File: src/rtl/core/baft_pkg.sv
`default_nettype none

package baft_pkg;

  localparam int CODE_W = 16;
  localparam int PERIOD_W = 8;
  localparam int IN_USE_W = 3;
  localparam int CFG_IDX_W = 3;
  localparam int CFG_DATA_W = 16;
  localparam int MASK_W = 4;

  localparam logic [CFG_IDX_W-1:0] REG_PERIOD = 3'd0;
  localparam logic [CFG_IDX_W-1:0] REG_IN_USE = 3'd1;
  localparam logic [CFG_IDX_W-1:0] REG_CODE0 = 3'd2;

  localparam logic [PERIOD_W-1:0] PERIOD_RESET = 8'd4;

  localparam logic [1:0] REQ_KEY = 2'd0;
  localparam logic [1:0] REQ_MASK = 2'd1;
  localparam logic [1:0] REQ_TICK = 2'd2;

  localparam logic KIND_REPLY = 1'b0;
  localparam logic KIND_EVENT = 1'b1;

  typedef struct packed {
    logic [1:0]        req_type;
    logic [CODE_W-1:0] key_code;
    logic              pressed;
    logic [MASK_W-1:0] enable_mask;
  } in_item_t;

  typedef struct packed {
    logic              result_kind;
    logic              matched;
    logic [CODE_W-1:0] event_code;
    logic              event_down;
    logic              last_of_run;
  } out_item_t;

  typedef struct packed {
    logic [PERIOD_W-1:0] period;
    logic [IN_USE_W-1:0] in_use;
  } cfg_t;

  typedef struct packed {
    logic                ten;
    logic                held;
    logic                vp;
    logic [PERIOD_W-1:0] fc;
    logic                twa;
    logic                lvl;
  } ent_t;

endpackage

`default_nettype wire

File: src/rtl/core/baft_ram.sv
`default_nettype none

module baft_ram #(
  parameter int WIDTH = 8,
  parameter int DEPTH = 4,
  localparam int AW = (DEPTH > 1) ? $clog2(DEPTH) : 1
) (
  input  wire logic             clk,
  input  wire logic             we,
  input  wire logic [AW-1:0]    waddr,
  input  wire logic [WIDTH-1:0] wdata,
  input  wire logic             re,
  input  wire logic [AW-1:0]    raddr,
  output logic      [WIDTH-1:0] rdata
);

  logic [WIDTH-1:0] mem [DEPTH];

  always_ff @(posedge clk) begin
    if (we) begin
      mem[waddr] <= wdata;
    end
    if (re) begin
      rdata <= mem[raddr];
    end
  end

endmodule

`default_nettype wire

File: src/rtl/core/baft_cfg.sv
`default_nettype none

module baft_cfg
  import baft_pkg::*;
#(
  parameter int NUM_BINDINGS = 4
) (
  input  wire logic                                clk,
  input  wire logic                                rst_n,
  input  wire logic                                cfg_valid,
  output logic                                     cfg_ready,
  input  wire logic [CFG_IDX_W-1:0]                cfg_index,
  input  wire logic [CFG_DATA_W-1:0]               cfg_data,
  output cfg_t                                     cfg_s,
  output logic      [NUM_BINDINGS-1:0][CODE_W-1:0] codes
);

  cfg_t                            cfg_r;
  logic [NUM_BINDINGS-1:0][CODE_W-1:0] codes_r;

  assign cfg_ready = 1'b1;
  assign cfg_s = cfg_r;
  assign codes = codes_r;

  always_ff @(posedge clk) begin
    if (!rst_n) begin
      cfg_r.period <= PERIOD_RESET;
      cfg_r.in_use <= '0;
      codes_r <= '0;
    end else if (cfg_valid && cfg_ready) begin
      if (cfg_index == REG_PERIOD) begin
        cfg_r.period <= cfg_data[PERIOD_W-1:0];
      end
      if (cfg_index == REG_IN_USE) begin
        cfg_r.in_use <= cfg_data[IN_USE_W-1:0];
      end
      for (int i = 0; i < NUM_BINDINGS; i++) begin
        if (cfg_index == REG_CODE0 + CFG_IDX_W'(i)) begin
          codes_r[i] <= cfg_data[CODE_W-1:0];
        end
      end
    end
  end

endmodule

`default_nettype wire

File: src/rtl/core/baft_seq.sv
`default_nettype none

module baft_seq
  import baft_pkg::*;
#(
  parameter int NUM_BINDINGS = 4,
  localparam int IDX_W = (NUM_BINDINGS > 1) ? $clog2(NUM_BINDINGS) : 1,
  localparam int CNT_W = $clog2(NUM_BINDINGS + 1)
) (
  input  wire logic                                clk,
  input  wire logic                                rst_n,
  input  wire logic                                in_valid,
  output logic                                     in_stall,
  input  wire in_item_t                            in_data,
  output logic                                     out_valid,
  input  wire logic                                out_stall,
  output out_item_t                                out_data,
  input  wire cfg_t                                cfg_s,
  input  wire logic [NUM_BINDINGS-1:0][CODE_W-1:0] codes,
  output logic                                     ram_re,
  output logic      [IDX_W-1:0]                    ram_raddr,
  input  wire ent_t                                ram_rdata,
  output logic                                     ram_we,
  output logic      [IDX_W-1:0]                    ram_waddr,
  output ent_t                                     ram_wdata
);

  typedef enum logic [1:0] {
    S_IDLE,
    S_RD,
    S_MOD,
    S_FLUSH
  } state_t;

  state_t                  state_r;
  in_item_t                item_r;
  logic [IDX_W-1:0]        cnt_r;
  logic                    pend_valid_r;
  out_item_t               pend_r;
  logic                    out_valid_r;
  out_item_t               out_r;
  logic [NUM_BINDINGS-1:0] vld_r;
  logic                    rvld_r;

  logic [CNT_W-1:0] n;
  logic             hit;
  logic [IDX_W-1:0] hit_idx;
  ent_t             cur;
  ent_t             ent_nxt;
  logic             want;
  logic             evt;
  logic             out_free;
  logic             hold;
  logic             last_ent;
  logic             out_load;
  out_item_t        evt_item;
  out_item_t        reply_item;
  out_item_t        flush_item;

  assign in_stall = (state_r != S_IDLE);
  assign out_valid = out_valid_r;
  assign out_data = out_r;
  assign out_free = !out_valid_r || !out_stall;

  always_comb begin
    if (cfg_s.in_use > IN_USE_W'(NUM_BINDINGS)) begin
      n = CNT_W'(NUM_BINDINGS);
    end else begin
      n = CNT_W'(cfg_s.in_use);
    end
  end

  always_comb begin
    hit = 1'b0;
    hit_idx = '0;
    for (int i = NUM_BINDINGS - 1; i >= 0; i--) begin
      if ((CNT_W'(i) < n) && (codes[i] == in_data.key_code)) begin
        hit = 1'b1;
        hit_idx = IDX_W'(i);
      end
    end
  end

  always_comb begin
    reply_item.result_kind = KIND_REPLY;
    reply_item.matched = hit;
    reply_item.event_code = '0;
    reply_item.event_down = 1'b0;
    reply_item.last_of_run = 1'b0;
  end

  always_comb begin
    cur = rvld_r ? ram_rdata : '0;
    ent_nxt = cur;
    want = cur.held;
    evt = 1'b0;
    case (item_r.req_type)
      REQ_KEY: begin
        ent_nxt.held = item_r.pressed;
        if (!item_r.pressed && cur.held) begin
          ent_nxt.vp = 1'b0;
          ent_nxt.fc = '0;
          ent_nxt.twa = 1'b0;
        end
      end
      REQ_MASK: begin
        ent_nxt.ten = item_r.enable_mask[cnt_r];
        if (cur.ten && !item_r.enable_mask[cnt_r]) begin
          ent_nxt.vp = 1'b0;
          ent_nxt.fc = '0;
          ent_nxt.twa = 1'b0;
        end
      end
      REQ_TICK: begin
        if (!(cur.ten && cur.held)) begin
          ent_nxt.twa = 1'b0;
        end else begin
          if (!cur.twa && !cur.vp) begin
            ent_nxt.vp = 1'b1;
            ent_nxt.fc = '0;
          end
          ent_nxt.fc = ent_nxt.fc + PERIOD_W'(1);
          if (ent_nxt.fc >= cfg_s.period) begin
            ent_nxt.vp = ~ent_nxt.vp;
            ent_nxt.fc = '0;
          end
          want = ent_nxt.vp;
          ent_nxt.twa = 1'b1;
        end
        if (want != cur.lvl) begin
          evt = 1'b1;
          ent_nxt.lvl = want;
        end
      end
      default: begin
      end
    endcase
  end

  always_comb begin
    evt_item.result_kind = KIND_EVENT;
    evt_item.matched = 1'b0;
    evt_item.event_code = codes[cnt_r];
    evt_item.event_down = want;
    evt_item.last_of_run = 1'b0;
  end

  always_comb begin
    flush_item = pend_r;
    flush_item.last_of_run = 1'b1;
  end

  assign hold = evt && pend_valid_r && !out_free;
  assign last_ent = ((CNT_W'(cnt_r) + CNT_W'(1)) == n) || (item_r.req_type == REQ_KEY);
  assign out_load = ((state_r == S_MOD) && !hold && evt && pend_valid_r) ||
                    ((state_r == S_FLUSH) && pend_valid_r && out_free);

  assign ram_re = (state_r == S_RD);
  assign ram_raddr = cnt_r;
  assign ram_we = (state_r == S_MOD) && !hold;
  assign ram_waddr = cnt_r;
  assign ram_wdata = ent_nxt;

  always_ff @(posedge clk) begin
    if (!rst_n) begin
      state_r <= S_IDLE;
      pend_valid_r <= 1'b0;
      out_valid_r <= 1'b0;
      vld_r <= '0;
    end else begin
      if (out_load) begin
        out_valid_r <= 1'b1;
      end else if (!out_stall) begin
        out_valid_r <= 1'b0;
      end
      case (state_r)
        S_IDLE: begin
          if (in_valid) begin
            item_r <= in_data;
            case (in_data.req_type)
              REQ_KEY: begin
                pend_r <= reply_item;
                pend_valid_r <= 1'b1;
                cnt_r <= hit_idx;
                state_r <= hit ? S_RD : S_FLUSH;
              end
              REQ_MASK, REQ_TICK: begin
                cnt_r <= '0;
                state_r <= (n == '0) ? S_FLUSH : S_RD;
              end
              default: begin
                cnt_r <= '0;
                state_r <= S_FLUSH;
              end
            endcase
          end
        end
        S_RD: begin
          rvld_r <= vld_r[cnt_r];
          state_r <= S_MOD;
        end
        S_MOD: begin
          if (!hold) begin
            vld_r[cnt_r] <= 1'b1;
            if (evt) begin
              if (pend_valid_r) begin
                out_r <= pend_r;
              end
              pend_r <= evt_item;
              pend_valid_r <= 1'b1;
            end
            if (last_ent) begin
              state_r <= S_FLUSH;
            end else begin
              cnt_r <= cnt_r + IDX_W'(1);
              state_r <= S_RD;
            end
          end
        end
        S_FLUSH: begin
          if (!pend_valid_r) begin
            state_r <= S_IDLE;
          end else if (out_free) begin
            out_r <= flush_item;
            pend_valid_r <= 1'b0;
            state_r <= S_IDLE;
          end
        end
        default: begin
          state_r <= S_IDLE;
        end
      endcase
    end
  end

endmodule

`default_nettype wire

File: src/rtl/core/button_autofire_table_top.sv
// Channel  Handshake              Payload      Moves
// in       in_valid / in_stall    in_data      one request item toward the table
// out      out_valid / out_stall  out_data     one reply or key event item
// cfg      cfg_valid / cfg_ready  cfg_index    one register write of cfg_data
//
// Items are handled one at a time; each entry visited is first read and then
// read-modify-written in the binding state memory.
// A press or release visits only the matching entry, or none on a miss; a mask update or
// frame tick visits the entry of each active binding in turn.
// Synchronous active-low reset clears the control state and the per-entry valid bits.
// A stalled result stream holds the walk when a second event or the last item must wait.
`default_nettype none

module button_autofire_table_top
  import baft_pkg::*;
#(
  parameter int NUM_BINDINGS = 4
) (
  input  wire logic                  clk,
  input  wire logic                  rst_n,
  input  wire logic                  in_valid,
  output logic                       in_stall,
  input  wire in_item_t              in_data,
  output logic                       out_valid,
  input  wire logic                  out_stall,
  output out_item_t                  out_data,
  input  wire logic                  cfg_valid,
  output logic                       cfg_ready,
  input  wire logic [CFG_IDX_W-1:0]  cfg_index,
  input  wire logic [CFG_DATA_W-1:0] cfg_data
);

  localparam int IDX_W = (NUM_BINDINGS > 1) ? $clog2(NUM_BINDINGS) : 1;

  cfg_t                                cfg_s;
  logic [NUM_BINDINGS-1:0][CODE_W-1:0] codes;
  logic                                ram_re;
  logic [IDX_W-1:0]                    ram_raddr;
  ent_t                                ram_rdata;
  logic                                ram_we;
  logic [IDX_W-1:0]                    ram_waddr;
  ent_t                                ram_wdata;

  baft_cfg #(
    .NUM_BINDINGS(NUM_BINDINGS)
  ) u_cfg (
    .clk      (clk),
    .rst_n    (rst_n),
    .cfg_valid(cfg_valid),
    .cfg_ready(cfg_ready),
    .cfg_index(cfg_index),
    .cfg_data (cfg_data),
    .cfg_s    (cfg_s),
    .codes    (codes)
  );

  baft_ram #(
    .WIDTH($bits(ent_t)),
    .DEPTH(NUM_BINDINGS)
  ) u_ram (
    .clk  (clk),
    .we   (ram_we),
    .waddr(ram_waddr),
    .wdata(ram_wdata),
    .re   (ram_re),
    .raddr(ram_raddr),
    .rdata(ram_rdata)
  );

  baft_seq #(
    .NUM_BINDINGS(NUM_BINDINGS)
  ) u_seq (
    .clk      (clk),
    .rst_n    (rst_n),
    .in_valid (in_valid),
    .in_stall (in_stall),
    .in_data  (in_data),
    .out_valid(out_valid),
    .out_stall(out_stall),
    .out_data (out_data),
    .cfg_s    (cfg_s),
    .codes    (codes),
    .ram_re   (ram_re),
    .ram_raddr(ram_raddr),
    .ram_rdata(ram_rdata),
    .ram_we   (ram_we),
    .ram_waddr(ram_waddr),
    .ram_wdata(ram_wdata)
  );

endmodule

`default_nettype wire

File: config.mk
export PLATFORM = sky130hd
export DESIGN_NAME = button_autofire_table_top
export DESIGN_NICKNAME = d
export VERILOG_FILES = /design/src/rtl/core/baft_pkg.sv /design/src/rtl/core/baft_ram.sv /design/src/rtl/core/baft_cfg.sv /design/src/rtl/core/baft_seq.sv /design/src/rtl/core/button_autofire_table_top.sv
export SDC_FILE = /design/constraint.sdc
export NUM_CORES = 1
export LEC_CHECK = 0
export ABC_CLOCK_PERIOD_IN_PS = 5930
export BUFFER_PORTS_ARGS = -buffer_cell sky130_fd_sc_hd__buf_2
export CAP_MARGIN = 0
export CORE_UTILIZATION = 59
export DETAILED_ROUTE_END_ITERATION = 7
export HOLD_SLACK_MARGIN = 0.08
export PLACE_DENSITY_LB_ADDON = 0.05
export SLEW_MARGIN = 25
export SYNTH_ARGS = -nofsm -noshare
export SYNTH_HDL_FRONTEND = slang
export SYNTH_HIERARCHICAL = 1
export SYNTH_SLANG_ARGS = --single-unit
File: constraint.sdc
create_clock -name clk -period 5.93 [get_ports clk]
set_input_delay 0.593 -clock clk [delete_from_list [all_inputs] [get_ports clk]]
set_output_delay 0.593 -clock clk [all_outputs]
set_load 0.02 [all_outputs]
Yosys cells after proc, flatten, opt, wreduce, memory -nomap -nowiden

Memories as Yosys holds them, arrays and structs flattened. A register that Yosys moved wholly into a read port is not among the register bits.
Cells that the tools add are included.

Eq/ne operators: 28
$add $sub $neg: 3
Mux-type cells: 72
$lt $le $gt $ge: 8
Reduce and logical (&&, ||, !) cells: 51
Bitwise gates (word level): 3

Operator list:

| kind                                                 | count |
|---|---|
| two-way mux 20 bit                                   | 9 |
| one-hot mux 20 bit (2 select lines)                  | 2 |
| equality test 16 bit                                 | 4 |
| two-way mux 9 bit                                    | 5 |
| binary-select mux 16 bit (select 2 bit)              | 1 |
| two-way mux 2 bit                                    | 15 |
| one-hot mux 10 bit (3 select lines)                  | 1 |
| two-way mux 1 bit                                    | 27 |
| two-way mux 10 bit                                   | 2 |
| logical AND 1 bit                                    | 16 |
| two-way mux 16 bit                                   | 1 |
| AND reduction 2 bit                                  | 8 |
| two-way mux 13 bit                                   | 1 |
| != test 2 x 1 -> 1 bit (second input constant)       | 5 |
| AND reduction 5 bit                                  | 2 |
| adder 8 x 1 -> 8 bit (second input constant)         | 1 |
| equality test 2 bit (second input constant)          | 4 |
| >= comparator 8 bit                                  | 1 |
| logical NOT 1 bit                                    | 8 |
| != test 2 bit (second input constant)                | 4 |
| one-hot mux 2 bit (2 select lines)                   | 2 |
| one-hot mux 2 bit (4 select lines)                   | 1 |
| AND reduction 7 bit                                  | 1 |
| equality test 2 x 1 -> 1 bit (second input constant) | 3 |
| other kinds (27)                                     | 41 |

Bits in writable memories: 52
Output and inout port bits: 23
Input port bits: 47
Memories kept: 1
Bits in registers: 133
Logic and storage cells: 191

Memory list:

| name      | depth | bits a word | read ports | clocked after Yosys merged registers in | wr ports | line           | text |
|---|---|---|---|---|---|---|---|
| u_ram.mem | 4     | 13          | 1          | 1                                       | 1        | baft_ram.sv:17 | `logic [WIDTH-1:0] mem [DEPTH];` |

Depth between registers and ports, before layout

Gate-level depths: netlist of run 1.

Word-level depth: 22
Mapped depth: 18
Gate-level depth less buffers: 17

Modules after synthesis

The synthesis of run 1 kept the hierarchy.

Modules (own cells, without submodules):

| module   | times used | cells each | area an instance (µm²) |
|---|---|---|---|
| baft_seq | 1          | 380        | 4,115.2 |
| baft_cfg | 1          | 269        | 2,780.2 |
| baft_ram | 1          | 84         | 2,303.5 |

Least setup slack after synthesis of run 1

Ideal clock, no wire load.

Kind: register -> register
Start: reg u_seq.rvld_r
End: reg u_seq.pend_r (netlist bit u_seq/flush_item[10]) (enable)
Period minus slack after synthesis: 5.169 ns
Cell stages (with the launch flop): 16
Data required time: 5.480 ns
Arrival time: 4.719 ns
Setup time: 0.450 ns
Slack: 0.761 ns
Buffers on the path: 1
Path through: edfxtp_1 buf_6 o21a_1 and2_1 ha_1 nand2_1 nor2_1 nand3_1 xor2_1 nor2_1 ha_1 nand4_1 or4_4 a31oi_1 a21oi_2 o41ai_1

Cells in the longest elaborated chain, start to end: 18

Ends and longest elaborated chain:

| element                           | line            | text |
|---|---|---|
| start: declaration                | baft_seq.sv:43  | `logic rvld_r;` |
| start signal: assignment          | baft_seq.sv:199 | `rvld_r <= vld_r[cnt_r];` |
| two-way mux 13 bit (*)            | baft_seq.sv:93  | `cur = rvld_r ? ram_rdata : '0;` |
| logical NOT 1 bit                 | baft_seq.sv:118 | `if (!cur.twa && !cur.vp) begin` |
| logical AND 1 bit                 | baft_seq.sv:118 |  |
| two-way mux 9 bit                 | baft_seq.sv:118 |  |
| two-way mux 9 bit                 | baft_seq.sv:115 | `if (!(cur.ten && cur.held)) begin` |
| two-way mux 9 bit                 | baft_seq.sv:97  | `case (item_r.req_type)` |
| adder 8 x 1 -> 8 bit              | baft_seq.sv:122 | `ent_nxt.fc = ent_nxt.fc + PERIOD_W'(1);` |
| >= comparator 8 bit               | baft_seq.sv:123 | `if (ent_nxt.fc >= cfg_s.period) begin` |
| two-way mux 9 bit                 | baft_seq.sv:123 |  |
| two-way mux 1 bit                 | baft_seq.sv:115 |  |
| two-way mux 1 bit                 | baft_seq.sv:97  |  |
| != test 1 bit (*)                 | baft_seq.sv:130 | `if (want != cur.lvl) begin` |
| two-way mux 1 bit (*)             | baft_seq.sv:130 |  |
| two-way mux 1 bit (*)             | baft_seq.sv:97  |  |
| logical AND 1 bit (2 in a row)    | baft_seq.sv:153 | `assign hold = evt && pend_valid_r && !out_free;` |
| != test 2 bit (no line)           | -               |  |
| AND reduction 6 bit (no line) (*) | -               |  |
| end signal: assignment            | baft_seq.sv:182 | `pend_r <= reply_item;` |
| end signal: assignment            | baft_seq.sv:209 | `pend_r <= evt_item;` |
| end: declaration                  | baft_seq.sv:39  | `out_item_t pend_r;` |

Every way passes the cells marked *; elsewhere a longest branch is shown, timed or not. The select of a mux whose other input is x is not followed.
A chain may end at the register's enable or synchronous reset.

Final worst setup path of run 1

Start: reg u_seq.rvld_r
End: mem u_ram/mem[3][5] (netlist name) (enable)

Cells in the longest elaborated chain, start to end: 20

Ends and longest elaborated chain:

| element                                     | line                            | text |
|---|---|---|
| two-way mux 13 bit (*)                      | baft_seq.sv:93                  |  |
| logical NOT 1 bit                           | baft_seq.sv:118                 |  |
| logical AND 1 bit                           | baft_seq.sv:118                 |  |
| two-way mux 9 bit                           | baft_seq.sv:118                 |  |
| two-way mux 9 bit                           | baft_seq.sv:115                 |  |
| two-way mux 9 bit                           | baft_seq.sv:97                  |  |
| adder 8 x 1 -> 8 bit                        | baft_seq.sv:122                 |  |
| >= comparator 8 bit                         | baft_seq.sv:123                 |  |
| [4 not listed]                              | -                               |  |
| two-way mux 1 bit (*)                       | baft_seq.sv:130                 |  |
| two-way mux 1 bit (*)                       | baft_seq.sv:97                  |  |
| logical AND 1 bit (*) (2 in a row)          | baft_seq.sv:153                 |  |
| logical NOT 1 bit (*)                       | baft_seq.sv:160                 | `assign ram_we = (state_r == S_MOD) && !hold;` |
| logical AND 1 bit (*)                       | baft_seq.sv:160                 |  |
| via ram_we                                  | button_autofire_table_top.sv:40 | `logic ram_we;` |
| two-way mux 1 bit (*)                       | baft_ram.sv:20                  | `if (we) begin` |
| two-way mux 1 bit (not written as such) (*) | baft_ram.sv:21                  | `mem[waddr] <= wdata;` |
| end: declaration                            | baft_ram.sv:17                  |  |

Mark *: on every way through the listed nets, which the timed path passes. The rest lies on a longest branch. The select of a mux whose other input is x is not followed.

==> impl_metrics.toml, run 1 <==
[cts]
htree_levels = 4
cts.sinks = 197
cts-root-buf = "clkbuf_16"
path_clk_slew_ns = 0.07
cts_setup_buffers = 0
postCtsHoldBufs = 0
cts_repair_resize_count = 0
cts_buffer_depth = 2
cts_buffers = 17
insertion_delay_ns = 0.43
cts_tree = "done"

[cells_and_area]
layout_commonest_cell = "nand2_1"
fillers = 1148
final_cell_mix = "nand2_1 (116), edfxtp_1 (114), dfxtp_1 (83)"
nets = 856
drive_gt1_frac = 0.188
synthToLayoutAreaGrowth_pct = 11.8
final_area_um2 = 10300

[power_and_ir_drop]
cellLeakagePower_nw = 4.06
p_per_area_nw_per_um2 = 310
report.power.total_w = 0.00319
irDropWorstVdd_v = 0.000201

[grt]
grt_overflow = 0
grt_max_degree = 105
grt_pass1_wl_um = 32100
grt_pass1_vias = 5832
grtUsageTotal = 0.266
antenna_found_initial = 2

[drt]
wl_met1_um = 9550
drt_iter0_markers = 579
vias_per_cell = 5.97
dr_wl_met3_um = 1130
drt-total-wl_um = 20100
ant_nets = 0
num_vias = 5948
wl_met2_um = 9040
dr.max_layer_used = "met4"
avgRoutedWirePerCell_um = 20.2
post-route-drc-count = 0
drt_pass1_iterations = 5

[timing]
worst_pin_slew_ns = 0.960
maxSlewViolCount = 0
period_share = 0.751
tns_ns = 0
rsz0062_at_grt = "false"
hold_viol = 0
max_freq_ghz = 0.225
final-setup-viol-count = 0
slew_headroom = 0.360
finClkSkew_ns = 0.0113
hold-worst-slack_ns = 0.337
layout_min_cycle_time_ns = 4.45

[worst_setup_path]
cp_slowest_cell = "and3_1"
crit_path_max_fanout = 15
critPathMaxStageDelay_ns = 0.69
path_cells = "o21a_1 > nand2_1 > inv_1 > ha_1 > nand2_1 > nor2_1 > nand3_1 > xor2_1 > nor2_1 > ha_1 > nand4_1 > o311ai_1 > and3_4 > o21ai_4 > nor2_1 > and3_1"
worstSetupPathType = "reg -> reg"
setup.worst_path.end_class = "register"
critPathRequiredTime_ns = 5.99
worst_ep_arrival_time_ns = 4.51
start_kind = "register"
path_common_cell = "nor2_1"
path_delay_family = "simple AND/OR/NAND/NOR gates"
path_buf_inv = 1

[yosys]
synth.distinct_cells = 65
yosys_warnings = 6
yosysSeqAreaShare = 0.553
syn-num-nets = 795
syn_avg_cell_area_um2 = 12.5
synth_edf_count = 114
syn_inst = 733
synth_seq_cells = 197
ys.flop_type = "edfxtp_1"
syn-cell-area_um2 = 9200
ys_async_sr_fraction = 0

[placed_design]
gp_congestion = 0.896
dp_hpwl_um = 14200
place_area_um2 = 9650
portBuffers = 68

[floorplan]
ios = 70
die_x_um = 127
fp.dieH_um = 127
rows = 45
core-area_um2 = 15200
dieArea_um2 = 16100
start_util = 0.605

[job]
drv_cap = 0

[status]
outcome = "finished clean"

[min_path]
hp-class = "in -> reg"
-- state kept, by name (all words and copies together), names as in the netlist --
signal,flops
u_seq/rvld_r,1
u_seq/out_valid,1
u_seq/state_r,2
u_seq/item_r,7
u_cfg/cfg_s,11
u_seq/vld_r,4
u_seq/pend_valid_r,1
u_seq/flush_item,19
u_cfg/codes,64
u_ram/mem,52
u_seq/ram_raddr,2
u_ram/rdata,13
u_seq/out_data,20
-- worst register-to-register path: stages, from the launching register on --
cell and delay, ns:
edfxtp_1 0.66, o21a_1 0.28, nand2_1 0.09, inv_1 0.08
ha_1 0.19, nand2_1 0.06, nor2_1 0.17, nand3_1 0.11
xor2_1 0.14, nor2_1 0.07, ha_1 0.32, nand4_1 0.13
o311ai_1 0.45, and3_4 0.31, o21ai_4 0.10, nor2_1 0.21
and3_1 0.69
-- where the power goes --
group	internal [W]	switching [W]	total, W
clock network	0.000676	0.000492	0.00117
registers	0.00153	0.0000563	0.00159
logic	0.000176	0.000253	0.000429
total	0.00239	0.000801	0.00319
-- synth_stat cells, types with 4 or more instances --
| cell type | number | area share |
|---|---|---|
| nand2_1 | 116 | 0.047 |
| edfxtp_1 | 114 | 0.37 |
| dfxtp_1 | 83 | 0.18 |
| mux2i_1 | 76 | 0.083 |
| xor2_1 | 51 | 0.049 |
| mux4_2 | 28 | 0.069 |
| xnor2_1 | 22 | 0.021 |
| nor2_1 | 21 | 0.0086 |
| inv_1 | 20 | 0.0082 |
| nand3_1 | 19 | 0.010 |
| and2_1 | 18 | 0.012 |
| ha_1 | 15 | 0.020 |
| clkbuf_1 | 14 | 0.0057 |
| nor4_1 | 14 | 0.0095 |
| o21ai_0 | 12 | 0.0065 |
| a22o_1 | 8 | 0.0076 |
| buf_4 | 8 | 0.0065 |
| nand4_1 | 8 | 0.0054 |
| buf_2 | 7 | 0.0038 |
| a21oi_1 | 6 | 0.0033 |
| nor3_1 | 6 | 0.0033 |
| o21a_1 | 5 | 0.0041 |
| buf_6 | 4 | 0.0049 |
| nor2b_1 | 4 | 0.0027 |
-- layout make-up --
cell class                      instances  area [µm²]  share of cell area
Multi-Input combinational cell        482        3870               0.377
Inverter                               20        75.1             0.00730
Sequential cell                       197        5080               0.495
Clock buffer                           20         447              0.0435
Clock inverter                         12         151              0.0147
Timing Repair Buffer                   76         412              0.0400
Antenna cell                            1        2.50            0.000243
Tap cell                              188         235              0.0229
-- per-layer routing --
layer  vias to the layer above  track usage
met5                         -            0
met4                         0       0.0980
met3                        31       0.0418
met2                       230        0.399
met1                      2889        0.395
li1                       2798            -
-- path summary, 6_finish.rpt --
path / depth (start not counted) / startpoint / endpoint / slack [ns]
worst max-delay path: 16 / u_seq/rvld_r$_DFFE_PP_ / u_ram/mem[3][5]$_DFFE_PP_ / 1.48
worst min-delay path: 1 / in_data[2] / u_seq/item_r[2]$_DFFE_PP_ / 0.34
worst max register to register: 16 / u_seq/rvld_r$_DFFE_PP_ / u_ram/mem[3][5]$_DFFE_PP_ / 1.48
worst min register to register: 0 / u_seq/flush_item[19]$_DFFE_PP_ / u_seq/out_data[19]$_DFFE_PP_ / 0.42
-- cell families after synthesis --
logic type | after synthesis | synth area share
XOR/XNOR | 73 | 0.0695
multiplexers | 107 | 0.160
other | 1 | 0.000408
adder cells (fa/ha/maj) | 15 | 0.0204
flip-flops | 197 | 0.553
AND/OR/NAND/NOR | 229 | 0.121
buffers and inverters | 54 | 0.0295
AO/OA/AOI/OAI | 57 | 0.0464
-- per-stage QoR --
step	setup slack, ns	std cells	util
finish	1.48	996	0.676
global route	1.08	996	0.676
CTS	1.32	994	0.674
detailed placement	1.32	962	0.635
global placement	1.57	962	0.635
floorplan	0.761	733	-
(Power assumes the default switching activity.)
==> run 2: changes to the inputs <==
--- a/config.mk
+++ b/config.mk
@@ -5,7 +5,7 @@
 export SDC_FILE = /design/constraint.sdc
 export NUM_CORES = 1
 export LEC_CHECK = 0
-export ABC_CLOCK_PERIOD_IN_PS = 5930
+export ABC_CLOCK_PERIOD_IN_PS = 4200
 export BUFFER_PORTS_ARGS = -buffer_cell sky130_fd_sc_hd__buf_2
 export CAP_MARGIN = 0
 export CORE_UTILIZATION = 59
==> constraint.sdc (replaced) <==
create_clock -name clk -period 4.2 [get_ports clk]
set_input_delay 0.42 -clock clk [delete_from_list [all_inputs] [get_ports clk]]
set_output_delay 0.42 -clock clk [all_outputs]
set_load 0.02 [all_outputs]
==> impl_metrics.toml, run 2 (synthesis gave the netlist of run 1 again) <==
[status]
outcome = "finished clean"

[placed_design]
gp_congestion = 0.913
portBuffers = 68
pre_cts_ws_ns = 0.192
dp_hpwl_um = 14700

[cells_and_area]
regArea_um2 = 5080
largest_register_ffs = 64
final_cell_mix = "nand2_1 (116), edfxtp_1 (114), dfxtp_1 (83)"
multi_input_area_um2 = 3890
synthToLayoutAreaGrowth_pct = 11.5
fillers = 1138
nets = 860
layout_commonest_cell = "nand2_1"
drive_gt1_frac = 0.194

[worst_setup_path]
crit_path_max_fanout = 13
start_kind = "register"
worstSetupPathType = "reg -> reg"
path_common_cell = "nor2_1"
critPathMaxStageDelay_ns = 0.53
cp_slowest_cell = "or4_4"
worst_ep_arrival_time_ns = 3.97
critPathRequiredTime_ns = 4.33
setup.worst_path.end_class = "register"
path_cells = "o21a_1 > and2_1 > ha_1 > nand2_1 > nor2_1 > nand3_1 > xor2_1 > nor2_1 > ha_1 > nand4_1 > or4_4 > nand4_1 > o21ai_4 > nor2_1 > nor3b_2 > buf_4"

[grt]
grt_max_degree = 102
grt_pass1_wl_um = 32300
grt_overflow = 0
grtUsageTotal = 0.273
antenna_found_initial = 3
grt_pass1_vias = 5809

[timing]
tns_ns = 0
finalWorstSetupSlack_ns = 0.355
hold_viol = 0
rsz0062_at_grt = "false"
finClkSkew_ns = 0.0115
period_share = 0.915
hold-worst-slack_ns = 0.178
max_freq_ghz = 0.260
slew_headroom = 0.303
worst_pin_slew_ns = 1.04
layout_min_cycle_time_ns = 3.84
maxSlewViolCount = 0
final-setup-viol-count = 0

[cts]
htree_levels = 4
insertion_delay_ns = 0.43
cts_tree = "done"
path_clk_slew_ns = 0.07
cts_setup_buffers = 0
cts_buffer_depth = 2
cts.sinks = 197
cts-root-buf = "clkbuf_16"
cts_buffers = 17
postCtsHoldBufs = 0

[drt]
ant_nets = 0
drt-total-wl_um = 20900
post-route-drc-count = 0
vias_per_cell = 6.04
drt_iter0_markers = 571
num_vias = 6037
drt_pass1_iterations = 6
avgRoutedWirePerCell_um = 20.9

[power_and_ir_drop]
p_per_area_nw_per_um2 = 424
irDropWorstVdd_v = 0.000308
cellLeakagePower_nw = 4.06

[floorplan]
rows = 45
die_x_um = 127
ios = 70
core-area_um2 = 15200
fp.dieH_um = 127
dieArea_um2 = 16100
start_util = 0.605

[job]
drv_cap = 0

[min_path]
hp-class = "in -> reg"
[run 2: worst max-delay path: cells and delay by family (launching register included)]
| kind | cells | cell delay, ns |
|---|---|---|
| AO/OA/AOI/OAI | 2 | 0.36 |
| XOR/XNOR | 1 | 0.15 |
| adder cells (fa/ha/maj) | 2 | 0.54 |
| buffers and inverters | 1 | 0.25 |
| flip-flops | 1 | 0.46 |
| AND/OR/NAND/NOR | 10 | 1.77 |
[run 2: worst paths after layout]
kind                                                        start                          end  slack (ns)  cells past startpoint
worst max-delay path                     u_ram/rdata[1]$_DFFE_PP_    u_ram/mem[0][7]$_DFFE_PP_        0.36                     16
worst min-delay path                                   in_data[4]    u_seq/item_r[4]$_DFFE_PP_        0.18                      1
worst max register to register           u_ram/rdata[1]$_DFFE_PP_    u_ram/mem[0][7]$_DFFE_PP_        0.36                     16
worst min register to register  u_seq/flush_item[8]$_SDFFCE_PN0P_  u_seq/out_data[8]$_DFFE_PP_        0.42                      0
[run 2: power by group]
group	leakage, nW	switching (W)	internal [W]
registers	1.73	0.0000696	0.00217
clock network	0.262	0.000716	0.000768
logic	2.07	0.000381	0.000250
total	4.06	0.00117	0.00318
[run 2: repair_timing]
| item | in CTS | in global routing |
|---|---|---|
| endpoints found under the setup margin | 0 | 33 |
| endpoints found under the hold margin | 0 | 0 |
| resized for setup | 0 | 2 |
[run 2: final cells by class]
cell class,instances,area share
Clock inverter,13,0.0100
Multi-Input combinational cell,482,0.380
Antenna cell,1,0.000244
Tap cell,188,0.0229
Sequential cell,197,0.496
Inverter,20,0.00732
Timing Repair Buffer,80,0.0420
Clock buffer,19,0.0422
[run 2: layer usage]
layer | vias to the layer above | part of all wire | track usage
met3 | 25 | 0.069 | 0.0536
met2 | 226 | 0.43 | 0.395
li1 | 2795 | - | -
met4 | 0 | 0.017 | 0.0854
met5 | - | 0 | 0
met1 | 2991 | 0.48 | 0.416
[run 2: stage by stage]
step / total power [W] / area (µm²) / utilization / instances
after detailed placement: 0.00290 / 9700 / 0.638 / 967
final: 0.00435 / 10300 / 0.675 / 1000
after CTS: 0.00436 / 10200 / 0.673 / 999
after floorplan: 0.00270 / 9220 / - / 733
after global placement: 0.00287 / 9700 / 0.638 / 967
after global routing: 0.00451 / 10300 / 0.675 / 1000
==> run 3: changes to the inputs <==
--- a/config.mk
+++ b/config.mk
@@ -8,7 +8,7 @@
 export ABC_CLOCK_PERIOD_IN_PS = 4200
 export BUFFER_PORTS_ARGS = -buffer_cell sky130_fd_sc_hd__buf_2
 export CAP_MARGIN = 0
-export CORE_UTILIZATION = 59
+export CORE_UTILIZATION = 50
 export DETAILED_ROUTE_END_ITERATION = 7
 export HOLD_SLACK_MARGIN = 0.08
 export PLACE_DENSITY_LB_ADDON = 0.05
==> impl_metrics.toml, run 3 (synthesis gave the netlist of run 1 again) <==
[drt]
vias_per_cell = 5.71
avgRoutedWirePerCell_um = 20.3
drt-total-wl_um = 21100
drt_pass1_iterations = 5
ant_nets = 0
num_vias = 5934
drt_iter0_markers = 540
post-route-drc-count = 0

[grt]
antenna_found_initial = 1
grt_max_degree = 96
grt_pass1_wl_um = 32800
grt_pass1_vias = 5882
grt_overflow = 0
grtUsageTotal = 0.237

[floorplan]
core-area_um2 = 18000
fp.dieH_um = 138
dieArea_um2 = 18900
ios = 70
die_x_um = 138
rows = 49
start_util = 0.510

[cts]
path_clk_slew_ns = 0.07
cts-root-buf = "clkbuf_16"
postCtsHoldBufs = 0
cts_buffers = 17
cts_buffer_depth = 2
cts_tree = "done"
insertion_delay_ns = 0.43
cts.sinks = 197
htree_levels = 4

[power_and_ir_drop]
irDropWorstVdd_v = 0.000306
p_per_area_nw_per_um2 = 425
cellLeakagePower_nw = 4.05

[timing]
tns_ns = 0
slew_headroom = 0.349
rsz0062_at_grt = "false"
layout_min_cycle_time_ns = 3.78
maxSlewViolCount = 0
max_freq_ghz = 0.264
final-setup-viol-count = 0
hold_viol = 0
worst_pin_slew_ns = 0.977
period_share = 0.901
finClkSkew_ns = 0.00658

[cells_and_area]
largest_register_ffs = 64
final_area_um2 = 10300
nets = 859
num_antenna_cells = 0
final_cell_mix = "nand2_1 (116), edfxtp_1 (114), dfxtp_1 (83)"
drive_gt1_frac = 0.190
synthToLayoutAreaGrowth_pct = 12.1
layout_commonest_cell = "nand2_1"
fin_util = 0.572

[min_path]
hp-class = "in -> reg"
min_from = "in_data[1]"

[job]
drv_cap = 0

[worst_setup_path]
crit_path_max_fanout = 13
start_kind = "register"
crit_start = "u_ram/rdata[1]$_DFFE_PP_"
critPathRequiredTime_ns = 4.37
worstReg2RegStart = "u_ram/rdata[1]$_DFFE_PP_"
worst_ep_arrival_time_ns = 3.96
setup.worst_path.end_class = "register"
worstSetupPathType = "reg -> reg"

[placed_design]
dp_hpwl_um = 14900
gp_congestion = 0.862
place_area_um2 = 9740
portBuffers = 68

[status]
outcome = "finished clean"
## run 3: cell types whose count changed in the layout (fill, tap and decap cells not counted), sizes merged
cell and delta:
clkbuf +2, inv -2, buf -1, bufinv +1
clkinv -1, diode -1
## run 3: what timing repair did
item	CTS	global route
endpoints found under the setup margin	0	29
buffers inserted	0	0
resized for setup	0	4
hold endpoints to repair	0	0
## run 3: path summary, 6_finish.rpt
kind | to | slack, ns | depth (start not counted)
min | u_seq/item_r[1]$_DFFE_PP_ | 0.16 | 1
max | u_ram/mem[0][5]$_DFFE_PP_ | 0.42 | 16
max reg2reg | u_ram/mem[0][5]$_DFFE_PP_ | 0.42 | 16
min reg2reg | u_seq/out_data[4]$_DFFE_PP_ | 0.42 | 0
## run 3: cell type report
cell class,count,area (µm²)
inverters,20,75.1
flip-flops and latches,197,5080
fillers,1524,7720
clock buffers,21,440
multi-input cells,482,3900
repair buffers,79,423
clock inverters,11,101
well taps,229,287
## run 3: where the power goes
group	internal [W]	total (W)	switching [W]
combinational	0.000249	0.000616	0.000366
sequential	0.00217	0.00224	0.0000746
clock	0.000819	0.00152	0.000703
## run 3: stage by stage
step | total power [W] | hold slack, ns | cells | setup slack [ns]
after floorplan | 0.00270 | 0.400 | 733 | 0.0402
after global placement | 0.00287 | 0.406 | 1007 | 0.317
after detailed placement | 0.00289 | 0.405 | 1007 | 0.154
after CTS | 0.00441 | 0.148 | 1039 | 0.126
after global routing | 0.00455 | 0.151 | 1039 | 0.0519
final | 0.00438 | 0.163 | 1039 | 0.418
## run 3: worst max-delay path, stage by stage (launching register included)
cell      delay, ns
edfxtp_1       0.46
o21a_1         0.25
and2_1         0.18
ha_1           0.21
nand2_1        0.07
nor2_1         0.05
nand3_1        0.11
xor2_1         0.14
nor2_1         0.07
ha_1           0.32
nand4_1        0.15
or4_4          0.53
and3_4         0.21
o21ai_4        0.25
nor2_1         0.12
nor3b_2        0.17
buf_4          0.23
## run 3: routing by layer
layer | global-route usage | share of wire
met5 | 0 | 0
met4 | 0.0867 | 0.018
met3 | 0.0401 | 0.055
met2 | 0.349 | 0.44
met1 | 0.350 | 0.48
